==> src/sv/csab_pkg.sv <==
`timescale 1ns / 1ps
`default_nettype none
// ----------------------------------------------------------------------------
// Sprite blitter package
// Shared types, register indexes and constants of the clipped alpha blitter.
// ----------------------------------------------------------------------------
package csab_pkg;

   // Fixed field widths.
   localparam int unsigned BYTES_PER_PIXEL = 4;
   localparam int unsigned BPP_SHIFT       = $clog2(BYTES_PER_PIXEL);
   localparam int unsigned ADDR_W          = 28;
   localparam int unsigned COLOR_W         = 24;
   localparam int unsigned DIM_W           = 13;
   localparam int unsigned PITCH_W         = 17;
   localparam int unsigned CSR_INDEX_W     = 3;
   localparam int unsigned CSR_DATA_W      = 17;

   // Result word: address then color, padded to whole bytes.
   localparam int unsigned RSP_DATA_W      = ADDR_W + COLOR_W;
   localparam int unsigned RSP_TDATA_W     = ((RSP_DATA_W + 7) / 8) * 8;

   // Rounded divide by 255: floor((2*num + 255) / 510) as a reciprocal
   // multiply; exact for every dividend below 132626, which covers the
   // whole range of the blend sum.
   localparam logic [17:0] BLEND_RECIP = 18'd131587;
   localparam int unsigned BLEND_SHIFT = 26;

   // Register reset values.
   localparam logic [12:0] DEST_WIDTH_RST    = 13'd640;
   localparam logic [12:0] DEST_HEIGHT_RST   = 13'd480;
   localparam logic [16:0] DEST_PITCH_RST    = 17'd2560;
   localparam logic [12:0] BITMAP_WIDTH_RST  = 13'd64;
   localparam logic [12:0] BITMAP_HEIGHT_RST = 13'd64;

   // Register indexes.
   typedef enum logic [CSR_INDEX_W-1:0] {
      CSR_DEST_WIDTH    = 3'd0,
      CSR_DEST_HEIGHT   = 3'd1,
      CSR_DEST_PITCH    = 3'd2,
      CSR_BITMAP_WIDTH  = 3'd3,
      CSR_BITMAP_HEIGHT = 3'd4,
      CSR_POS_X         = 3'd5,
      CSR_POS_Y         = 3'd6
   } csr_index_type;

   // Configuration register file contents.
   typedef struct packed {
      logic        [12:0] dest_width;
      logic        [12:0] dest_height;
      logic        [16:0] dest_pitch;
      logic        [12:0] bitmap_width;
      logic        [12:0] bitmap_height;
      logic signed [12:0] pos_x;
      logic signed [12:0] pos_y;
   } cfg_type;

   // Pipeline stage load enables.
   typedef struct packed {
      logic s1_en;
      logic s2_en;
      logic s3_en;
   } adv_type;

   // First-stage pixel record: colors plus mapped screen place.
   typedef struct packed {
      logic [7:0]  alpha;
      logic [23:0] src_rgb;
      logic [23:0] dst_rgb;
      logic        on_screen;
      logic        last;
      logic [12:0] scr_x;
      logic [12:0] scr_y;
   } pix_type;

endpackage
`default_nettype wire

==> src/sv/clipped_alpha_sprite_blit.sv <==
`timescale 1ns / 1ps
`default_nettype none
// ----------------------------------------------------------------------------
// Clipped alpha sprite blitter
// Maps streamed bitmap pixels to the screen, clips them and blends each kept
// pixel over the destination pixel.
// ----------------------------------------------------------------------------
// Channel   Direction  Carries
// req_*     in         source and destination pixels, first-pixel flag
// rsp_*     out        write enable, byte address, blended color, last flag
// csr_*     in         register index and data
//
// One pixel is accepted every cycle unless a stall holds the pipeline; each pixel
// passes the walker stage, the product stage and the output register.
// Reset clears the counters and the pipeline valids and loads the registers' reset values.
// A stall on rsp_tready holds the output register; earlier stages keep
// filling until the pipeline is full.
// ----------------------------------------------------------------------------
module clipped_alpha_sprite_blit
   import csab_pkg::*;
#(
   parameter int unsigned MAX_DIM = 4096
)
(
   input  wire logic                   clock,
   input  wire logic                   reset,
   // tdata: src_pixel[31:0], dst_pixel[63:32]
   input  wire logic [63:0]            req_tdata,
   // tuser: first
   input  wire logic                   req_tuser,
   input  wire logic                   req_tvalid,
   output logic                        req_tready,
   // tdata: dest_address[27:0], blended_color[51:28], zero padding[55:52]
   output logic [RSP_TDATA_W-1:0]      rsp_tdata,
   // tuser: write_enable
   output logic                        rsp_tuser,
   output logic                        rsp_tlast,
   output logic                        rsp_tvalid,
   input  wire logic                   rsp_tready,
   input  wire logic                   csr_valid,
   output logic                        csr_ready,
   input  wire logic [CSR_INDEX_W-1:0] csr_index,
   input  wire logic [CSR_DATA_W-1:0]  csr_wdata
);

   cfg_type cfg;
   pix_type s1;
   adv_type adv;
   logic    accept;
   logic    v1_ff, v2_ff, v3_ff;
   logic    v1_in, v2_in, v3_in;

   logic [ADDR_W-1:0]  row_ofs_ff, row_ofs_in;
   logic [12:0]        x2_ff;
   logic               inside2_ff, last2_ff;
   logic [7:0]         red, green, blue;
   logic [ADDR_W-1:0]  addr_in, addr_ff;
   logic [COLOR_W-1:0] color_in, color_ff;
   logic               we_ff, last_ff;

   // Stage enables: a stage loads when the one after it is free or moving.
   assign adv.s3_en = !v3_ff || rsp_tready;
   assign adv.s2_en = !v2_ff || adv.s3_en;
   assign adv.s1_en = !v1_ff || adv.s2_en;
   assign req_tready = adv.s1_en;
   assign accept     = req_tvalid && req_tready;

   // Valid flags of the three stages.
   assign v1_in = adv.s1_en ? req_tvalid : v1_ff;
   assign v2_in = adv.s2_en ? v1_ff : v2_ff;
   assign v3_in = adv.s3_en ? v2_ff : v3_ff;

   always_ff @(posedge clock) begin
      if (reset) begin
         v1_ff <= 1'b0;
         v2_ff <= 1'b0;
         v3_ff <= 1'b0;
      end else begin
         v1_ff <= v1_in;
         v2_ff <= v2_in;
         v3_ff <= v3_in;
      end
   end

   csab_cfg u_cfg (
      .clock     (clock),
      .reset     (reset),
      .csr_valid (csr_valid),
      .csr_ready (csr_ready),
      .csr_index (csr_index),
      .csr_wdata (csr_wdata),
      .cfg       (cfg)
   );

   csab_walk #(
      .MAX_DIM (MAX_DIM)
   ) u_walk (
      .clock     (clock),
      .reset     (reset),
      .accept    (accept),
      .load      (adv.s1_en),
      .src_pixel (req_tdata[31:0]),
      .dst_pixel (req_tdata[63:32]),
      .first     (req_tuser),
      .cfg       (cfg),
      .s1        (s1)
   );

   // Per-channel blend, weighted sum registered at stage two.
   csab_chan u_red (
      .clock (clock),
      .load  (adv.s2_en),
      .alpha (s1.alpha),
      .src   (s1.src_rgb[23:16]),
      .dst   (s1.dst_rgb[23:16]),
      .blend (red)
   );

   csab_chan u_green (
      .clock (clock),
      .load  (adv.s2_en),
      .alpha (s1.alpha),
      .src   (s1.src_rgb[15:8]),
      .dst   (s1.dst_rgb[15:8]),
      .blend (green)
   );

   csab_chan u_blue (
      .clock (clock),
      .load  (adv.s2_en),
      .alpha (s1.alpha),
      .src   (s1.src_rgb[7:0]),
      .dst   (s1.dst_rgb[7:0]),
      .blend (blue)
   );

   // Stage two of the address: row times pitch.
   assign row_ofs_in = ADDR_W'(30'(s1.scr_y) * 30'(cfg.dest_pitch));

   always_ff @(posedge clock) begin
      if (adv.s2_en) begin
         row_ofs_ff <= row_ofs_in;
         x2_ff      <= s1.scr_x;
         inside2_ff <= s1.on_screen;
         last2_ff   <= s1.last;
      end
   end

   // Output stage; clipped pixels report zero address and color.
   assign addr_in  = inside2_ff ? row_ofs_ff + (ADDR_W'(x2_ff) << BPP_SHIFT) : '0;
   assign color_in = inside2_ff ? {red, green, blue} : '0;

   always_ff @(posedge clock) begin
      if (adv.s3_en) begin
         addr_ff  <= addr_in;
         color_ff <= color_in;
         we_ff    <= inside2_ff;
         last_ff  <= last2_ff;
      end
   end

   assign rsp_tvalid = v3_ff;
   assign rsp_tdata  = {{(RSP_TDATA_W-RSP_DATA_W){1'b0}}, color_ff, addr_ff};
   assign rsp_tuser  = we_ff;
   assign rsp_tlast  = last_ff;

endmodule
`default_nettype wire

==> src/sv/csab_cfg.sv <==
`timescale 1ns / 1ps
`default_nettype none
// ----------------------------------------------------------------------------
// Sprite blitter configuration registers
// Holds destination, bitmap and position settings written over the CSR port.
// ----------------------------------------------------------------------------
module csab_cfg
   import csab_pkg::*;
(
   input  wire logic                   clock,
   input  wire logic                   reset,
   input  wire logic                   csr_valid,
   output logic                        csr_ready,
   input  wire logic [CSR_INDEX_W-1:0] csr_index,
   input  wire logic [CSR_DATA_W-1:0]  csr_wdata,
   output cfg_type                     cfg
);

   cfg_type cfg_ff;
   cfg_type cfg_in;

   // Writes complete in the cycle they are offered.
   assign csr_ready = 1'b1;
   assign cfg       = cfg_ff;

   // Register write decode; unused indexes are ignored.
   always_comb begin
      cfg_in = cfg_ff;
      if (csr_valid) begin
         unique case (csr_index_type'(csr_index))
            CSR_DEST_WIDTH:    cfg_in.dest_width    = csr_wdata[12:0];
            CSR_DEST_HEIGHT:   cfg_in.dest_height   = csr_wdata[12:0];
            CSR_DEST_PITCH:    cfg_in.dest_pitch    = csr_wdata[16:0];
            CSR_BITMAP_WIDTH:  cfg_in.bitmap_width  = csr_wdata[12:0];
            CSR_BITMAP_HEIGHT: cfg_in.bitmap_height = csr_wdata[12:0];
            CSR_POS_X:         cfg_in.pos_x         = $signed(csr_wdata[12:0]);
            CSR_POS_Y:         cfg_in.pos_y         = $signed(csr_wdata[12:0]);
            default:           cfg_in               = cfg_ff;
         endcase
      end
   end

   // Register file.
   always_ff @(posedge clock) begin
      if (reset) begin
         cfg_ff.dest_width    <= DEST_WIDTH_RST;
         cfg_ff.dest_height   <= DEST_HEIGHT_RST;
         cfg_ff.dest_pitch    <= DEST_PITCH_RST;
         cfg_ff.bitmap_width  <= BITMAP_WIDTH_RST;
         cfg_ff.bitmap_height <= BITMAP_HEIGHT_RST;
         cfg_ff.pos_x         <= '0;
         cfg_ff.pos_y         <= '0;
      end else begin
         cfg_ff <= cfg_in;
      end
   end

endmodule
`default_nettype wire

==> src/sv/csab_walk.sv <==
`timescale 1ns / 1ps
`default_nettype none
// ----------------------------------------------------------------------------
// Sprite blitter bitmap walker
// Tracks the source column and row, maps each pixel to the screen, clips it
// and loads the first pipeline stage.
// ----------------------------------------------------------------------------
module csab_walk
   import csab_pkg::*;
#(
   parameter int unsigned MAX_DIM = 4096
)
(
   input  wire logic        clock,
   input  wire logic        reset,
   input  wire logic        accept,
   input  wire logic        load,
   input  wire logic [31:0] src_pixel,
   input  wire logic [31:0] dst_pixel,
   input  wire logic        first,
   input  wire cfg_type     cfg,
   output pix_type          s1
);

   localparam int unsigned CW = $clog2(MAX_DIM);
   localparam int unsigned XW = ((CW > DIM_W) ? CW : DIM_W) + 2;

   logic [CW-1:0] col_ff, col_in, row_ff, row_in;
   logic [CW-1:0] col_cur, row_cur, wm1, hm1;
   logic          col_end, row_end;
   logic signed [XW-1:0] scr_x, scr_y, lim_x, lim_y;
   logic          on_screen;
   pix_type       s1_ff;

   // Last index of the bitmap, with the size saturated to 1..MAX_DIM.
   always_comb begin
      if (cfg.bitmap_width == '0) begin
         wm1 = '0;
      end else if (32'(cfg.bitmap_width) > 32'(MAX_DIM)) begin
         wm1 = CW'(MAX_DIM - 1);
      end else begin
         wm1 = CW'(cfg.bitmap_width - 13'd1);
      end
      if (cfg.bitmap_height == '0) begin
         hm1 = '0;
      end else if (32'(cfg.bitmap_height) > 32'(MAX_DIM)) begin
         hm1 = CW'(MAX_DIM - 1);
      end else begin
         hm1 = CW'(cfg.bitmap_height - 13'd1);
      end
   end

   // A first pixel starts from the origin of the bitmap.
   assign col_cur = first ? '0 : col_ff;
   assign row_cur = first ? '0 : row_ff;
   assign col_end = (col_cur >= wm1);
   assign row_end = (row_cur >= hm1);

   // Screen place; rows are stored bottom-up.
   assign scr_x = $signed({{(XW-DIM_W){cfg.pos_x[12]}}, cfg.pos_x})
                + $signed({{(XW-CW){1'b0}}, col_cur});
   assign scr_y = $signed({{(XW-DIM_W){cfg.pos_y[12]}}, cfg.pos_y})
                + $signed({{(XW-CW){1'b0}}, hm1})
                - $signed({{(XW-CW){1'b0}}, row_cur});
   assign lim_x = $signed({{(XW-DIM_W){1'b0}}, cfg.dest_width});
   assign lim_y = $signed({{(XW-DIM_W){1'b0}}, cfg.dest_height});
   assign on_screen = (scr_x >= 0) && (scr_x < lim_x) && (scr_y >= 0) && (scr_y < lim_y);

   // Counter advance on every transfer.
   always_comb begin
      col_in = col_ff;
      row_in = row_ff;
      if (accept) begin
         if (col_end) begin
            col_in = '0;
            row_in = row_end ? '0 : row_cur + 1'b1;
         end else begin
            col_in = col_cur + 1'b1;
            row_in = row_cur;
         end
      end
   end

   always_ff @(posedge clock) begin
      if (reset) begin
         col_ff <= '0;
         row_ff <= '0;
      end else begin
         col_ff <= col_in;
         row_ff <= row_in;
      end
   end

   // First pipeline stage.
   always_ff @(posedge clock) begin
      if (load) begin
         s1_ff.alpha     <= src_pixel[31:24];
         s1_ff.src_rgb   <= src_pixel[23:0];
         s1_ff.dst_rgb   <= dst_pixel[23:0];
         s1_ff.on_screen <= on_screen;
         s1_ff.last      <= col_end && row_end;
         s1_ff.scr_x     <= scr_x[12:0];
         s1_ff.scr_y     <= scr_y[12:0];
      end
   end

   assign s1 = s1_ff;

endmodule
`default_nettype wire

==> src/sv/csab_chan.sv <==
`timescale 1ns / 1ps
`default_nettype none
// ----------------------------------------------------------------------------
// Sprite blitter channel blend
// Straight-alpha blend of one 8-bit color channel, rounded to nearest.
// ----------------------------------------------------------------------------
module csab_chan
   import csab_pkg::*;
(
   input  wire logic       clock,
   input  wire logic       load,
   input  wire logic [7:0] alpha,
   input  wire logic [7:0] src,
   input  wire logic [7:0] dst,
   output logic      [7:0] blend
);

   logic [15:0] prod_s, prod_d, num_in, num_ff;
   logic [16:0] dividend;
   logic [33:0] scaled;

   // Weighted sum d*(255-a) + s*a.
   assign prod_s = 16'(alpha) * 16'(src);
   assign prod_d = 16'(8'hFF - alpha) * 16'(dst);
   assign num_in = prod_s + prod_d;

   always_ff @(posedge clock) begin
      if (load) begin
         num_ff <= num_in;
      end
   end

   // Divide (2*num + 255) by 510 through the reciprocal.
   assign dividend = {num_ff, 1'b0} + 17'd255;
   assign scaled   = 34'(dividend) * 34'(BLEND_RECIP);
   assign blend    = scaled[BLEND_SHIFT +: 8];

endmodule
`default_nettype wire

==> config.mk <==
export PLATFORM = sky130hd
export DESIGN_NAME = clipped_alpha_sprite_blit
export DESIGN_NICKNAME = d
export VERILOG_FILES = /design/src/sv/csab_pkg.sv /design/src/sv/clipped_alpha_sprite_blit.sv /design/src/sv/csab_cfg.sv /design/src/sv/csab_walk.sv /design/src/sv/csab_chan.sv
export SDC_FILE = /design/constraint.sdc
export NUM_CORES = 2
export LEC_CHECK = 0
export CAP_MARGIN = 10
export CORE_MARGIN = 2
export CORE_UTILIZATION = 60
export CTS_CLUSTER_SIZE = 14
export DETAILED_ROUTE_END_ITERATION = 6
export DONT_BUFFER_PORTS = 1
export PLACE_DENSITY = 0.76
export SLEW_MARGIN = 20
export SYNTH_ARGS = -nofsm -noshare
export SYNTH_HDL_FRONTEND = slang
export SYNTH_SLANG_ARGS = --single-unit
export TNS_END_PERCENT = 5
==> constraint.sdc <==
create_clock -name clock -period 6.6 [get_ports clock]
set_input_delay 1.32 -clock clock [delete_from_list [all_inputs] [get_ports clock]]
set_output_delay 1.32 -clock clock [all_outputs]
set_load 0.02 [all_outputs]
==> qor.yml <==
drive_gt1_share_pct: 3.35
dp_cells: 5282
stdcell_area_um2: 44600
fin_ws_ns: 0.346
drv_slew: 0
routed_wl_mm: 88.2
hold_class: "flop to flop"
grt_pass1_vias: 29600
num_rows: 97
fin_cells: 5363
dp_hpwl_mm: 69.4
viasPerCell: 5.49
yosys.area.top_type: "fa_1"
wl_per_cell_um: 16.4
path_cells: "buf_4 -> nand2_1 -> fa_1 -> inv_1 -> ha_1 -> inv_1 -> fa_1 -> inv_1 -> fa_1 -> inv_1 -> fa_1 -> inv_1 -> fa_1 -> ha_1 -> inv_1 -> o21ai_0 -> nand3_1 -> and3_1 -> o41ai_1 -> a21oi_1 -> xor2_1"
cts_tree: "done"
critical_path_class: "flop to flop"
synth_top_flop_cell: "edfxtp_1"
cts_setup_buffers: 0
whs_path_depth: 0
crit_required_ns: 6.92
layout_commonest_cell: "inv_1"
cts_made_buffers: 43
rr_worst_depth: 21
critical_path.slowest_cell: "edfxtp_1"
min-delay-start: "u_walk.s1[22]"
core-area_um2: 69700
syn-instance-count: 4420
grt_pass1_wl_mm: 147
cts_sinks: 351
tightest_slew_ns: 1.05
setup_viol: 0
ios: 151
fmax_mhz: 160
grt_usage_pct: 25.1
slew_headroom_pct: 29.7
hold_slack_ns: 0.418
ys_async_sr_fraction_pct: 0
r2r-start: "u_walk.s1[78]"
dpl_cell_area_um2: 43100
worstSkewPairLatency_ns: 0.60
yosysTopAreaCellShare_pct: 23.6
cts-root-buf: "clkbuf_16"
fin_crit_sh_pct: 94.8
gp_congestion: 0.885
start_kind: "flop"
slowest_delay_ns: 0.69
antenna_found_initial: 5
die_width_um: 269
dieArea_um2: 72200
final_util_pct: 64.1
htree_levels: 2
hold_buffers: 0
ir_drop_mv: 0.523
period_needed_ns: 6.25
ant_nets: 0
cap_violations: 0
cpMostUsedCell: "inv_1"
first_iter_violations: 1582
initial_utilization_pct: 60.4
first_pass_iters: 6
power_leakage_uw: 0.0215
grt.overflow.total: 0
status: "completed"
arrival_ns: 6.58
area_growth_pct: 6.14
ys_ff_latch: 351
avgSynthCellArea_um2: 9.51
yosys-top-cells-area: "fa_1 24%, ha_1 18%, edfxtp_1 16%"
pre_cts_ws_ns: 0.383
rrSetupSlack_ns: 0.35
cts.path.max_buffers: 3
synth_area_um2: 42000
ys_types: 83
powerDensity_nw_per_um2: 525
endpoint_kind: "flop"
grt_max_degree: 115
synth_edf_count: 229
seq_area_frac_synth_pct: 22.2
worstSetupStartpoint: "u_walk.s1[78]"
reg2reg_to: "u_red.num_ff[15]"
die_h_um: 269
drc: 0
path_clk_slew_ns: 0.06
hold_viol: 0
io_buffers: 0
cts-resized-gates: 0
path_max_fanout: 25
min_to: "x2_ff[9]"
nets: 5589
vias: 29400
skew_ns: 0.0319
yosys_warnings: 0
layout_common_cells: "803 x inv_1, 616 x ha_1, 496 x fa_1"
==> flip-flops by register name, summed over array words and instances, names as in the netlist, 12 cells and up <==
signal and flops:
u_green.num_ff 16, u_blue.num_ff 16, u_cfg.cfg 95, u_walk.s1 84, color_ff 24, u_walk.row_ff 12
addr_ff 28, x2_ff 13, row_ofs_ff 28, u_red.num_ff 16, u_walk.col_ff 12
==> worst max-delay path by stage <==
stage	endpoint
floorplan	u_blue.num_ff[15]
global placement	u_red.num_ff[15]
detailed placement	color_ff[15]
CTS	color_ff[13]
global route	color_ff[13]
finish	u_red.num_ff[15]
==> per-layer routing <==
layer  global-route usage (%)  vias to the layer above  part of all wire (%)
met5                        0                        -                 0.042
met4                     5.89                        6                   2.1
met3                     3.32                      143                   5.5
met2                     41.5                      696                    47
met1                     35.3                    14400                    45
li1                         -                    14200                     -
==> where the power goes <==
| part | switching [uW] | internal, uW | leakage, uW |
|---|---|---|---|
| registers | 527 | 3240 | 0.00355 |
| clock network | 1030 | 1440 | 0.000707 |
| logic | 9540 | 7650 | 0.0173 |
| total | 11100 | 12300 | 0.0215 |
==> area by class of cell <==
class | count | area, um2
Multi-Input combinational cell | 3146 | 29300
Fill cell | 5640 | 25000
Sequential cell | 351 | 9320
Inverter | 805 | 3020
Tap cell | 940 | 1180
Clock buffer | 48 | 1110
Clock inverter | 31 | 367
Timing Repair Buffer | 40 | 350
Antenna cell | 2 | 5.00
==> metrics by stage <==
stage / power [uW] / TNS [ns]
after floorplan: 17000 / 0
after global placement: 20200 / 0
after detailed placement: 20900 / 0
after CTS: 23600 / 0
after global routing: 26500 / -0.0347
final: 23400 / 0
==> Yosys cell counts (6+ instances only) <==
cell and number:
and2_1 214, ha_1 616, o31ai_1 6, xnor2_1 124
o21ai_0 73, inv_1 804, o21bai_1 11, o21a_1 21
and3_1 38, a211o_1 8, nor3_1 70, a21oi_1 206
a41oi_1 7, nor3b_1 10, a31oi_1 18, xor2_1 60
fa_1 496, buf_2 6, nand3_1 56, nand2b_1 97
nand4_1 22, clkbuf_1 107, a21o_1 33, or3_1 19
nand2_1 495, buf_1 6, nor4_1 8, nor2_1 129
edfxtp_1 229, nor2b_1 165, dfxtp_1 122, a211oi_1 19
nand3b_1 7, o211ai_1 14
==> kinds of logic after synthesis <==
family / after synthesis / synth area share, %
buffers and inverters: 929 / 8.36
AOI/OAI and AO/OA: 475 / 7.07
DFF: 351 / 22.2
and+or+nand+nor: 1359 / 16.4
other: 2 / 0.0179
adders and majority gates: 1114 / 42.0
muxes: 6 / 0.155
xor gates and xnor gates: 184 / 3.83
==> worst max-delay path, delay by kind of cell, from the launching register on <==
family	cells	cell delay, ns
XOR/XNOR	1	0.15
AND/OR/NAND/NOR	3	0.47
AO/OA/AOI/OAI	3	0.91
buffers and inverters	7	0.74
flip-flops	1	0.69
adder cells (fa/ha/maj)	7	3.02
(Power assumes the default switching activity.)
